## config.mk

```make
export PLATFORM = sky130hd
export DESIGN_NAME = dta_ram
export DESIGN_NICKNAME = d
export VERILOG_FILES = /design/src/rtl/device_table_aging_macros.svh /design/src/rtl/dta_ram.sv
export SDC_FILE = /design/constraint.sdc
export NUM_CORES = 1
export LEC_CHECK = 0
export ABC_AREA = 0
export BUFFER_PORTS_ARGS = -buffer_cell sky130_fd_sc_hd__buf_2
export CAP_MARGIN = 10
export CORE_ASPECT_RATIO = 0.5
export CORE_UTILIZATION = 50
export DETAILED_ROUTE_END_ITERATION = 8
export GPL_TIMING_DRIVEN = 0
export HOLD_SLACK_MARGIN = 0.1
export MAX_ROUTING_LAYER = met4
export PLACE_DENSITY = 0.65
export SYNTH_ARGS = -nofsm -noshare
export SYNTH_HDL_FRONTEND = slang
export SYNTH_SLANG_ARGS = --single-unit
```

## constraint.sdc

```tcl
create_clock -name clk -period 1.95 [get_ports clk]
set_input_delay 0.2925 -clock clk [delete_from_list [all_inputs] [get_ports clk]]
set_output_delay 0.2925 -clock clk [all_outputs]
set_load 0.005 [all_outputs]
```

## src/rtl/device_table_aging_macros.svh

```systemverilog
// Assertion helpers used by device_table_aging.sv.
`ifndef DEVICE_TABLE_AGING_MACROS_SVH
`define DEVICE_TABLE_AGING_MACROS_SVH

// Same-cycle implication, checked outside reset
`define DTA_ASSERT_NOW(label, clk, rst_n, ante, cons) \
    label: assert property (@(posedge clk) disable iff (!(rst_n)) (ante) |-> (cons)) \
        else $error("device table check failed");

// Next-cycle implication, checked outside reset
`define DTA_ASSERT_NEXT(label, clk, rst_n, ante, cons) \
    label: assert property (@(posedge clk) disable iff (!(rst_n)) (ante) |=> (cons)) \
        else $error("device table check failed");

`endif

```

## src/rtl/dta_ram.sv

```systemverilog
module dta_ram #(
    parameter int WIDTH = 8,
    parameter int DEPTH = 64
) (
    input  logic                           clk,
    input  logic                           wr_en,
    input  logic [$clog2(DEPTH)-1:0]       wr_addr,
    input  logic [WIDTH-1:0]               wr_data,
    input  logic                           rd_en,
    input  logic [$clog2(DEPTH)-1:0]       rd_addr,
    output logic [WIDTH-1:0]               rd_data
);

    logic [WIDTH-1:0] mem_reg [DEPTH];
    logic [WIDTH-1:0] rd_data_reg;

    // Write port
    always_ff @(posedge clk) begin
        if (wr_en) begin
            mem_reg[wr_addr] <= wr_data;
        end
    end

    // Registered read, held while no read is issued
    always_ff @(posedge clk) begin
        if (rd_en) begin
            rd_data_reg <= mem_reg[rd_addr];
        end
    end

    assign rd_data = rd_data_reg;

endmodule

```

==> results of run 1 <==
[synth_stat cells]
cell and instances:
a2111oi_0 2, a211oi_1 4, a21oi_1 3, a221oi_1 6
a22oi_1 3, a31oi_1 1, and2_1 1, buf_1 4
buf_12 2, buf_2 11, buf_4 13, buf_6 4
clkbuf_1 17, edfxtp_1 520, mux2_2 13, mux2i_1 23
mux4_2 126, nand2_1 19, nand2b_1 7, nand3_1 13
nand3b_1 3, nand4_1 2, nand4b_1 1, nor2_1 83
nor2b_1 14, nor3_1 7, nor4_1 2, o2111ai_1 3
o21a_1 2, o21ai_0 2, o21ai_1 2, o221a_2 2
o221ai_1 8, o22ai_1 8, o2bb2ai_1 3, o311ai_1 1
o32ai_1 2, o41ai_1 2, or3_1 1
[logic make-up after synthesis]
kind of cell | share of synthesized area, %
flip-flops | 77.12
AO/OA/AOI/OAI | 2.064
AND/OR/NAND/NOR | 3.374
buffers and inverters | 1.563
multiplexers | 15.88
[worst max-delay path, delay by kind of cell (launching register included)]
family / cells / cell delay, ns
AOI/OAI and AO/OA: 1 / 0.16
DFF: 1 / 0.36
and+or+nand+nor: 2 / 0.22
muxes: 2 / 1.07
[power groups by stage]
stage | registers (mW) | clock network [mW] | logic [mW]
final | 12.4 | 8.12 | 1.33
after global routing | 12.4 | 8.61 | 1.40
after CTS | 12.4 | 8.23 | 1.29
after detailed placement | 12.7 | 0 | 1.22
after global placement | 12.7 | 0 | 1.19
after floorplan | 12.7 | 0 | 0.668
[worst paths after layout]
| kind | slack, ns | cells past startpoint | endpoint |
|---|---|---|---|
| setup / recovery | -0.14 | 5 | rd_data[1] |
| setup reg to reg | -0.14 | 5 | rd_data[1] |
| hold reg to reg | 0.99 | 4 | rd_data[7] |
| hold / removal | 0.14 | 1 | rd_data[3] |
[routing by layer]
metal | up-vias | share of wire [%]
met2 | 485 | 47
met3 | 89 | 9.7
li1 | 4087 | -
met5 | - | 0
met4 | 0 | 2.3
met1 | 5203 | 41
[area by class of cell]
cell class / instances / share of cell area, %
Sequential cell: 520 / 68.53
Multi-Input combinational cell: 369 / 20.35
Clock buffer: 54 / 5.090
Tap cell: 530 / 2.910
Buffer: 51 / 1.730
Timing Repair Buffer: 31 / 0.9335
Clock inverter: 18 / 0.4558
[per-stage QoR]
step | instances | total power [mW] | instance area (µm²)
global placement | 1492 | 13.85 | 21050
finish | 1573 | 21.87 | 22790
detailed placement | 1492 | 13.88 | 21050
global route | 1573 | 22.42 | 22790
CTS | 1564 | 21.93 | 22570
floorplan | 940 | 13.32 | 20280
[timing repair]
action | CTS | global route
buffers inserted | 0 | 5
setup endpoints to repair | 163 | 320
pin swaps | 8 | 6
gates cloned | 0 | 0
gates resized for setup | 67 | 40
==> flow_summary.json, run 1 <==
{
  "critPathMaxFanout": 1,
  "finalSetupViolCount": 51,
  "worst_slack_ns": -0.1439,
  "antennaDiodeCount": 0,
  "grt_start_max_net_pins": 65,
  "fin_skew_ns": 0.01302,
  "violations": "negative setup slack",
  "portBuffers": 22,
  "clk-insertion-delay-late_ns": 0.56,
  "cts.sinks": 520,
  "use_met3_pct": 6.814,
  "hold_viol": 0,
  "grt_busiest_layer": "met2",
  "yosysTopAreaCell": "edfxtp_1",
  "syn_inst": 940,
  "power_frac_seq_pct": 56.8,
  "power_frac_clock_pct": 37.1,
  "crit_path_frequent_cell": "mux4_2",
  "viasPerCell": 6.271,
  "drcViolationCount": 0,
  "dr.pass1.iters": 5,
  "fin_util_pct": 57.87,
  "end_kind": "flip-flop",
  "crit_slowest_cell": "mux4_2",
  "r2r-start": "mem_reg[11][1]",
  "synth_area_leaders": "edfxtp_1 (77%), mux4_2 (14%), nor2_1 (1.5%)",
  "die_h_um": 144.3,
  "grt_antenna_before_repair": 0,
  "wl_per_cell_um": 30.44,
  "arrival_ns": 2.38,
  "required_ns": 2.24,
  "met2_usage_pct": 37.03,
  "cts_root_buf": "clkbuf_16",
  "area_growth_pct": 12.54,
  "dp_slack_ns": -1.310,
  "grt_usage_pct": 24.70,
  "clk_path_buf_depth": 3,
  "fillers": 2793,
  "avgSynthCellArea_um2": 21.54,
  "switching_share_pct": 21.28,
  "p_comb_share_pct": 6.1,
  "initial_core_util_pct": 51.43,
  "fmax_mhz": 477.6,
  "cts_made_buffers": 44,
  "period_share_pct": 107.4,
  "largest_reg_flops": 512,
  "crit_chain": "mux4_2 > mux4_2 > nor2_4 > nor3_2 > o2bb2ai_2",
  "fin_tns_setup_ns": -3.271,
  "io_pins": 31,
  "worstMarginPinSlew_ns": 1.260,
  "drt_iter0_drc": 1328,
  "final_cell_mix": "edfxtp_1 (520), mux4_2 (126), nor2_2 (45), clkbuf_16 (45), nor2_1 (34)",
  "num_rows": 51,
  "hold_slack_ns": 0.1385,
  "syn_area_mm2": 0.02025,
  "drtAntennaViolNets": 0,
  "rsz0062_at_grt": "yes",
  "core_mm2": 0.03937,
  "p_per_area_mw_per_mm2": 959.6,
  "chipWidth_um": 286.6,
  "ys_warn_count": 0,
  "power.leakage_nw": 7.005,
  "first_global_vias": 9882,
  "wirelength_mm": 47.88,
  "finalMaxSlewViolations": 0,
  "syn_nets": 963,
  "finalCriticalPeriod_ns": 2.094,
  "synth-seq-cells": 520,
  "dpl.hpwl_mm": 30.51,
  "cts-hold-fix-buffers": 0,
  "vias": 9864,
  "cts_tree": "done",
  "power.internal_mw": 17.21,
  "synth_top_area_share_pct": 77.12,
  "slew_headroom_pct": 16.01,
  "run_status": "finished with violations",
  "hold_path_startpoint": "rd_en",
  "cp-startpoint": "mem_reg[11][1]",
  "final_common_cell": "edfxtp_1",
  "clk_pin_slew_worst_paths_ns": 0.06,
  "seqCellArea_mm2": 0.01562,
  "p_sw_mw": 4.654,
  "nets": 1040,
  "grtUsageMet1_pct": 33.58,
  "ir_worst_vdd_v": 0.0004785,
  "cap_violations": 0,
  "cp_slowest_stage_delay_ns": 0.57,
  "ys_seq_area_share_pct": 77.12,
  "drive_above_1_share_pct": 32.41,
  "place_congestion": 0.9293,
  "overflow": 0,
  "synth_cell_type_count": 39,
  "start_kind": "flip-flop",
  "multi_input_area_mm2": 0.004637,
  "die-area_mm2": 0.04135,
  "grt_pass1_wl_mm": 68.42,
  "hp-class": "in2reg",
  "htreeDepth": 2,
  "worstSetupPathType": "reg2reg"
}
No activity file was read; power rests on OpenSTA's default activity.
==> inputs of run 2 (changes only) <==
--- a/config.mk
+++ b/config.mk
@@ -15,6 +15,7 @@
 export HOLD_SLACK_MARGIN = 0.1
 export MAX_ROUTING_LAYER = met4
 export PLACE_DENSITY = 0.65
+export SETUP_SLACK_MARGIN = 0.15
 export SYNTH_ARGS = -nofsm -noshare
 export SYNTH_HDL_FRONTEND = slang
 export SYNTH_SLANG_ARGS = --single-unit
==> run 2 against run 1 <==
Net effect: the run still ends with negative setup slack left; via count increased by 1.3%; sequential power about the same; final cell count is 0.83% higher; clock skew grew 0.0019 ns; sequential cell count unchanged; core utilization is 1.2 points higher; wire length rose by 0.70%; fmax shrank 0.81%; hold slack improved by 0.0050 ns; critical path depth shrank 1; power grew 6.2%; global-route usage up 0.38 points; critical endpoint is now rd_data[3]; largest cell class unchanged; largest power group unchanged.
==> flow_summary.json, run 2 (synthesized netlist as in run 1, its figures left out) <==
{
  "finalSetupViolCount": 8,
  "run_status": "finished with violations",
  "end_kind": "flip-flop",
  "period_share_pct": 108.3,
  "cts_root_buf": "clkbuf_16",
  "place_congestion": 0.9388,
  "die-area_mm2": 0.04135,
  "finalMaxSlewViolations": 0,
  "dr.pass1.iters": 5,
  "hold_viol": 0,
  "fillers": 2744,
  "wirelength_mm": 48.22,
  "final_cell_mix": "edfxtp_1 (520), mux4_2 (126), clkbuf_16 (49), nor2_4 (31), nor2_2 (29)",
  "cts.sinks": 520,
  "wl_per_cell_um": 30.40,
  "chipWidth_um": 286.6,
  "grt_antenna_before_repair": 1,
  "drt_iter0_drc": 1338,
  "rsz0062_at_grt": "yes",
  "num_rows": 51,
  "dpl.hpwl_mm": 30.34,
  "finalCriticalPeriod_ns": 2.111,
  "worst_slack_ns": -0.1610,
  "largest_reg_flops": 512,
  "clk_path_buf_depth": 3,
  "hold_slack_ns": 0.1435,
  "r2r-start": "mem_reg[38][3]",
  "fin_skew_ns": 0.01496,
  "fin_util_pct": 59.05,
  "final_common_cell": "edfxtp_1",
  "worstSetupPathType": "reg2reg",
  "overflow": 0,
  "cap_violations": 0,
  "drcViolationCount": 0,
  "initial_core_util_pct": 51.43,
  "required_ns": 2.24,
  "worstMarginPinSlew_ns": 1.231,
  "grt_pass1_wl_mm": 69.79,
  "core_mm2": 0.03937,
  "hp-class": "in2reg",
  "start_kind": "flip-flop",
  "drtAntennaViolNets": 0,
  "fmax_mhz": 473.7,
  "fin_tns_setup_ns": -0.8510,
  "p_per_area_mw_per_mm2": 998.7,
  "drive_above_1_share_pct": 34.69,
  "critPathMaxFanout": 1,
  "arrival_ns": 2.41,
  "violations": "negative setup slack",
  "power.leakage_nw": 7.142,
  "htreeDepth": 2,
  "slew_headroom_pct": 17.96,
  "total_power_mw": 23.22,
  "cts_made_buffers": 46,
  "viasPerCell": 6.303,
  "clk-insertion-delay-late_ns": 0.58,
  "cts_tree": "done",
  "cp-startpoint": "mem_reg[38][3]",
  "io_pins": 31,
  "ir_worst_vdd_v": 0.0005925,
  "vias": 9996,
  "grt_usage_pct": 25.08,
  "die_h_um": 144.3,
  "first_global_vias": 10093,
  "nets": 1042,
  "clk_pin_slew_worst_paths_ns": 0.07,
  "grt_start_max_net_pins": 65,
  "reg2reg_slack_ns": -0.16,
  "area_growth_pct": 14.82,
  "hold_path_startpoint": "wr_data[3]",
  "portBuffers": 22
}
## run 2: final timing paths
kind	cells past startpoint	end
setup reg to reg	4	rd_data[3]
hold reg to reg	3	rd_data[6]
hold / removal	1	mem_reg[20][3]
setup / recovery	4	rd_data[3]
## run 2: repair_timing
item	4_1_cts	5_1_grt
pin swaps	5	5
hold buffers	1	0
setup endpoints to repair	352	424
endpoints found under the hold margin	8	0
gates resized for setup	100	49
buffers inserted	0	3
## run 2: final cells by class
class	count	area, µm²	share of cell area [%]
antenna	1	2.502	0.01076
buffer	51	399.1	1.717
clock buffer	56	1252	5.388
clock inverter	28	311.5	1.340
multi-input combinational	369	4788	20.60
sequential	520	15620	67.17
tap	530	663.1	2.853
timing repair buffer	31	215.2	0.9257
## run 2: report_power, final
group	switching, mW	internal [mW]	total (mW)	leakage [nW]
sequential	0.0200	12.4	12.4	4.69
combinational	0.853	0.490	1.34	1.70
clock	3.97	5.49	9.46	0.761
## run 2: routing by layer
layer / share of wire (%) / track usage (%)
met1: 42 / 34.57
met4: 2.7 / 7.712
met2: 45 / 36.30
met3: 10 / 7.429
met5: 0 / -
## run 2: worst max-delay path, cell delays in order (launching register included)
cell and delay, ns:
edfxtp_1 0.40, mux4_2 0.50, mux4_2 0.56, o21ai_2 0.24
o41ai_2 0.14
## run 2: through the flow
step | worst slack [ns] | cell area [µm²] | instances
final | -0.1610 | 23250 | 1586
after global routing | -0.1897 | 23250 | 1586
after CTS | -0.1316 | 22960 | 1577
after floorplan | -0.02779 | 20280 | 940
after global placement | -1.129 | 21050 | 1492
after detailed placement | -1.178 | 21050 | 1492
==> inputs of run 3 (changes only) <==
--- a/config.mk
+++ b/config.mk
@@ -16,6 +16,7 @@
 export MAX_ROUTING_LAYER = met4
 export PLACE_DENSITY = 0.65
 export SETUP_SLACK_MARGIN = 0.15
+export SKIP_CTS_REPAIR_TIMING = 1
 export SYNTH_ARGS = -nofsm -noshare
 export SYNTH_HDL_FRONTEND = slang
 export SYNTH_SLANG_ARGS = --single-unit
==> run 3 against run 2 <==
Net effect: the run still ends with negative setup slack left; hold slack improved by 0.0017 ns; register-to-register slack about the same; fmax decreased by 0.32%; global-route usage decreased by 0.23 points; critical path type is now in2reg; largest cell class unchanged.
==> flow_summary.json, run 3 (synthesized netlist as in run 1, its figures left out) <==
{
  "run_status": "finished with violations",
  "multi_input_area_mm2": 0.004672,
  "htreeDepth": 2,
  "start_kind": "input pin",
  "overflow": 0,
  "cts_root_buf": "clkbuf_16",
  "io_pins": 31,
  "worstSetupPathType": "in2reg",
  "final_cell_mix": "edfxtp_1 (520), mux4_2 (126), clkbuf_16 (49), nor2_2 (40), nor2_1 (31)",
  "dr_wl_met2_mm": 22.16,
  "drt_iter0_drc": 1458,
  "hold_slack_ns": 0.1452,
  "finalSetupViolCount": 56,
  "power.leakage_nw": 7.137,
  "area_growth_pct": 14.28,
  "hp-class": "in2reg",
  "grt_usage_pct": 24.85,
  "finalCriticalPeriod_ns": 2.118,
  "fmax_mhz": 472.2,
  "worstMarginPinSlew_ns": 1.265,
  "endpoint": "mem_reg[62][3]",
  "place_congestion": 0.9388,
  "stdcell_area_mm2": 0.02314,
  "fin_skew_ns": 0.01987,
  "dr.pass1.iters": 5,
  "reg2reg_slack_ns": -0.15,
  "vias": 10026,
  "drive_above_1_share_pct": 33.81,
  "critPathMaxFanout": 8,
  "drtAntennaViolNets": 0,
  "grt_start_max_net_pins": 65,
  "ir_worst_vdd_v": 0.0006025,
  "rsz0062_at_grt": "yes",
  "dpl-instance-area_mm2": 0.02105,
  "seqCellArea_mm2": 0.01562,
  "core_mm2": 0.03937,
  "initial_core_util_pct": 51.43,
  "r2r-start": "mem_reg[7][1]",
  "cts_tree": "done",
  "dp_slack_ns": -1.178,
  "nets": 1043,
  "period_share_pct": 108.6,
  "wirelength_mm": 48.33,
  "cts_made_buffers": 46,
  "drcViolationCount": 0,
  "top_layer": "met4",
  "reg2reg_depth": 5,
  "clk_pin_slew_worst_paths_ns": 0.07,
  "worst_slack_ns": -0.1677,
  "chipWidth_um": 286.6,
  "r2r_end": "rd_data[1]",
  "grt_antenna_before_repair": 2,
  "first_global_vias": 9991,
  "fin_tns_setup_ns": -7.190,
  "dpl.hpwl_mm": 30.34,
  "die-area_mm2": 0.04135,
  "violations": "negative setup slack",
  "viasPerCell": 6.314,
  "holdPathStages": 1,
  "wl_met1_mm": 20.47,
  "fillers": 2760,
  "wl_per_cell_um": 30.44,
  "num_rows": 51,
  "end_kind": "flip-flop",
  "required_ns": 2.15,
  "grt_pass1_wl_mm": 69.11,
  "arrival_ns": 2.32,
  "clk_path_buf_depth": 3,
  "p_per_area_mw_per_mm2": 1004,
  "largest_reg_flops": 512,
  "cap_violations": 0,
  "cts.sinks": 520,
  "portBuffers": 22,
  "dr_wl_met3_mm": 4.638,
  "clk-insertion-delay-late_ns": 0.57,
  "finalMaxSlewViolations": 0,
  "final_common_cell": "edfxtp_1",
  "hold_viol": 0,
  "cp-startpoint": "wr_en",
  "slew_headroom_pct": 15.63,
  "die_h_um": 144.3
}
## run 3: cell types whose count changed in the layout (fill, tap and decap cells not counted), moves of 2 or more
cell and change:
nor2_4 -19, buf_2 +2, nand3_2 -3, nor2_1 +8, buf_4 -6, nor2_2 +11, nand3_1 +2, clkbuf_4 +6
## run 3: where the power goes
part	leakage [nW]	total, mW	switching (mW)	internal, mW
sequential	4.69	12.4	0.0200	12.4
combinational	1.69	1.33	0.845	0.489
clock	0.761	9.49	3.99	5.49
total	7.14	23.2	4.86	18.4
## run 3: metal layers
layer  vias to the layer above  global-route usage (%)
met5                         -                       -
met4                         0                   7.515
met3                        74                   5.678
met2                       532                   35.98
met1                      5319                   35.48
li1                       4101                       -
## run 3: final cells by class
class / count / share of cell area, %
Buffer: 51 / 1.714
Antenna cell: 2 / 0.02163
Clock buffer: 56 / 5.413
Sequential cell: 520 / 67.49
Multi-Input combinational cell: 369 / 20.19
Clock inverter: 28 / 1.346
Tap cell: 530 / 2.866
Timing Repair Buffer: 32 / 0.9625
## run 3: stage by stage
stage               cells  util (%)  total power, mW
floorplan             940         -            13.32
global placement     1492     53.48            13.84
detailed placement   1492     53.48            13.87
CTS                  1576     57.45            23.19
global route         1588     58.77            23.78
finish               1588     58.77            23.23
## run 3: how the worst min path moves through the flow
stage          startpoint             end  slack, ns
6_report       wr_data[3]  mem_reg[20][3]       0.15
5_1_grt        wr_data[3]  mem_reg[20][3]       0.15
4_1_cts             rd_en      rd_data[0]       0.06
3_5_place_dp        rd_en      rd_data[0]       0.65
3_3_place_gp        rd_en      rd_data[0]       0.62
2_1_floorplan  wr_data[0]   mem_reg[0][0]       0.39
## run 3: worst max-delay path, cell delays in order
cell and delay [ns]:
buf_2 0.17, nor2b_1 0.30, nand3_1 0.61, nor2_1 0.93
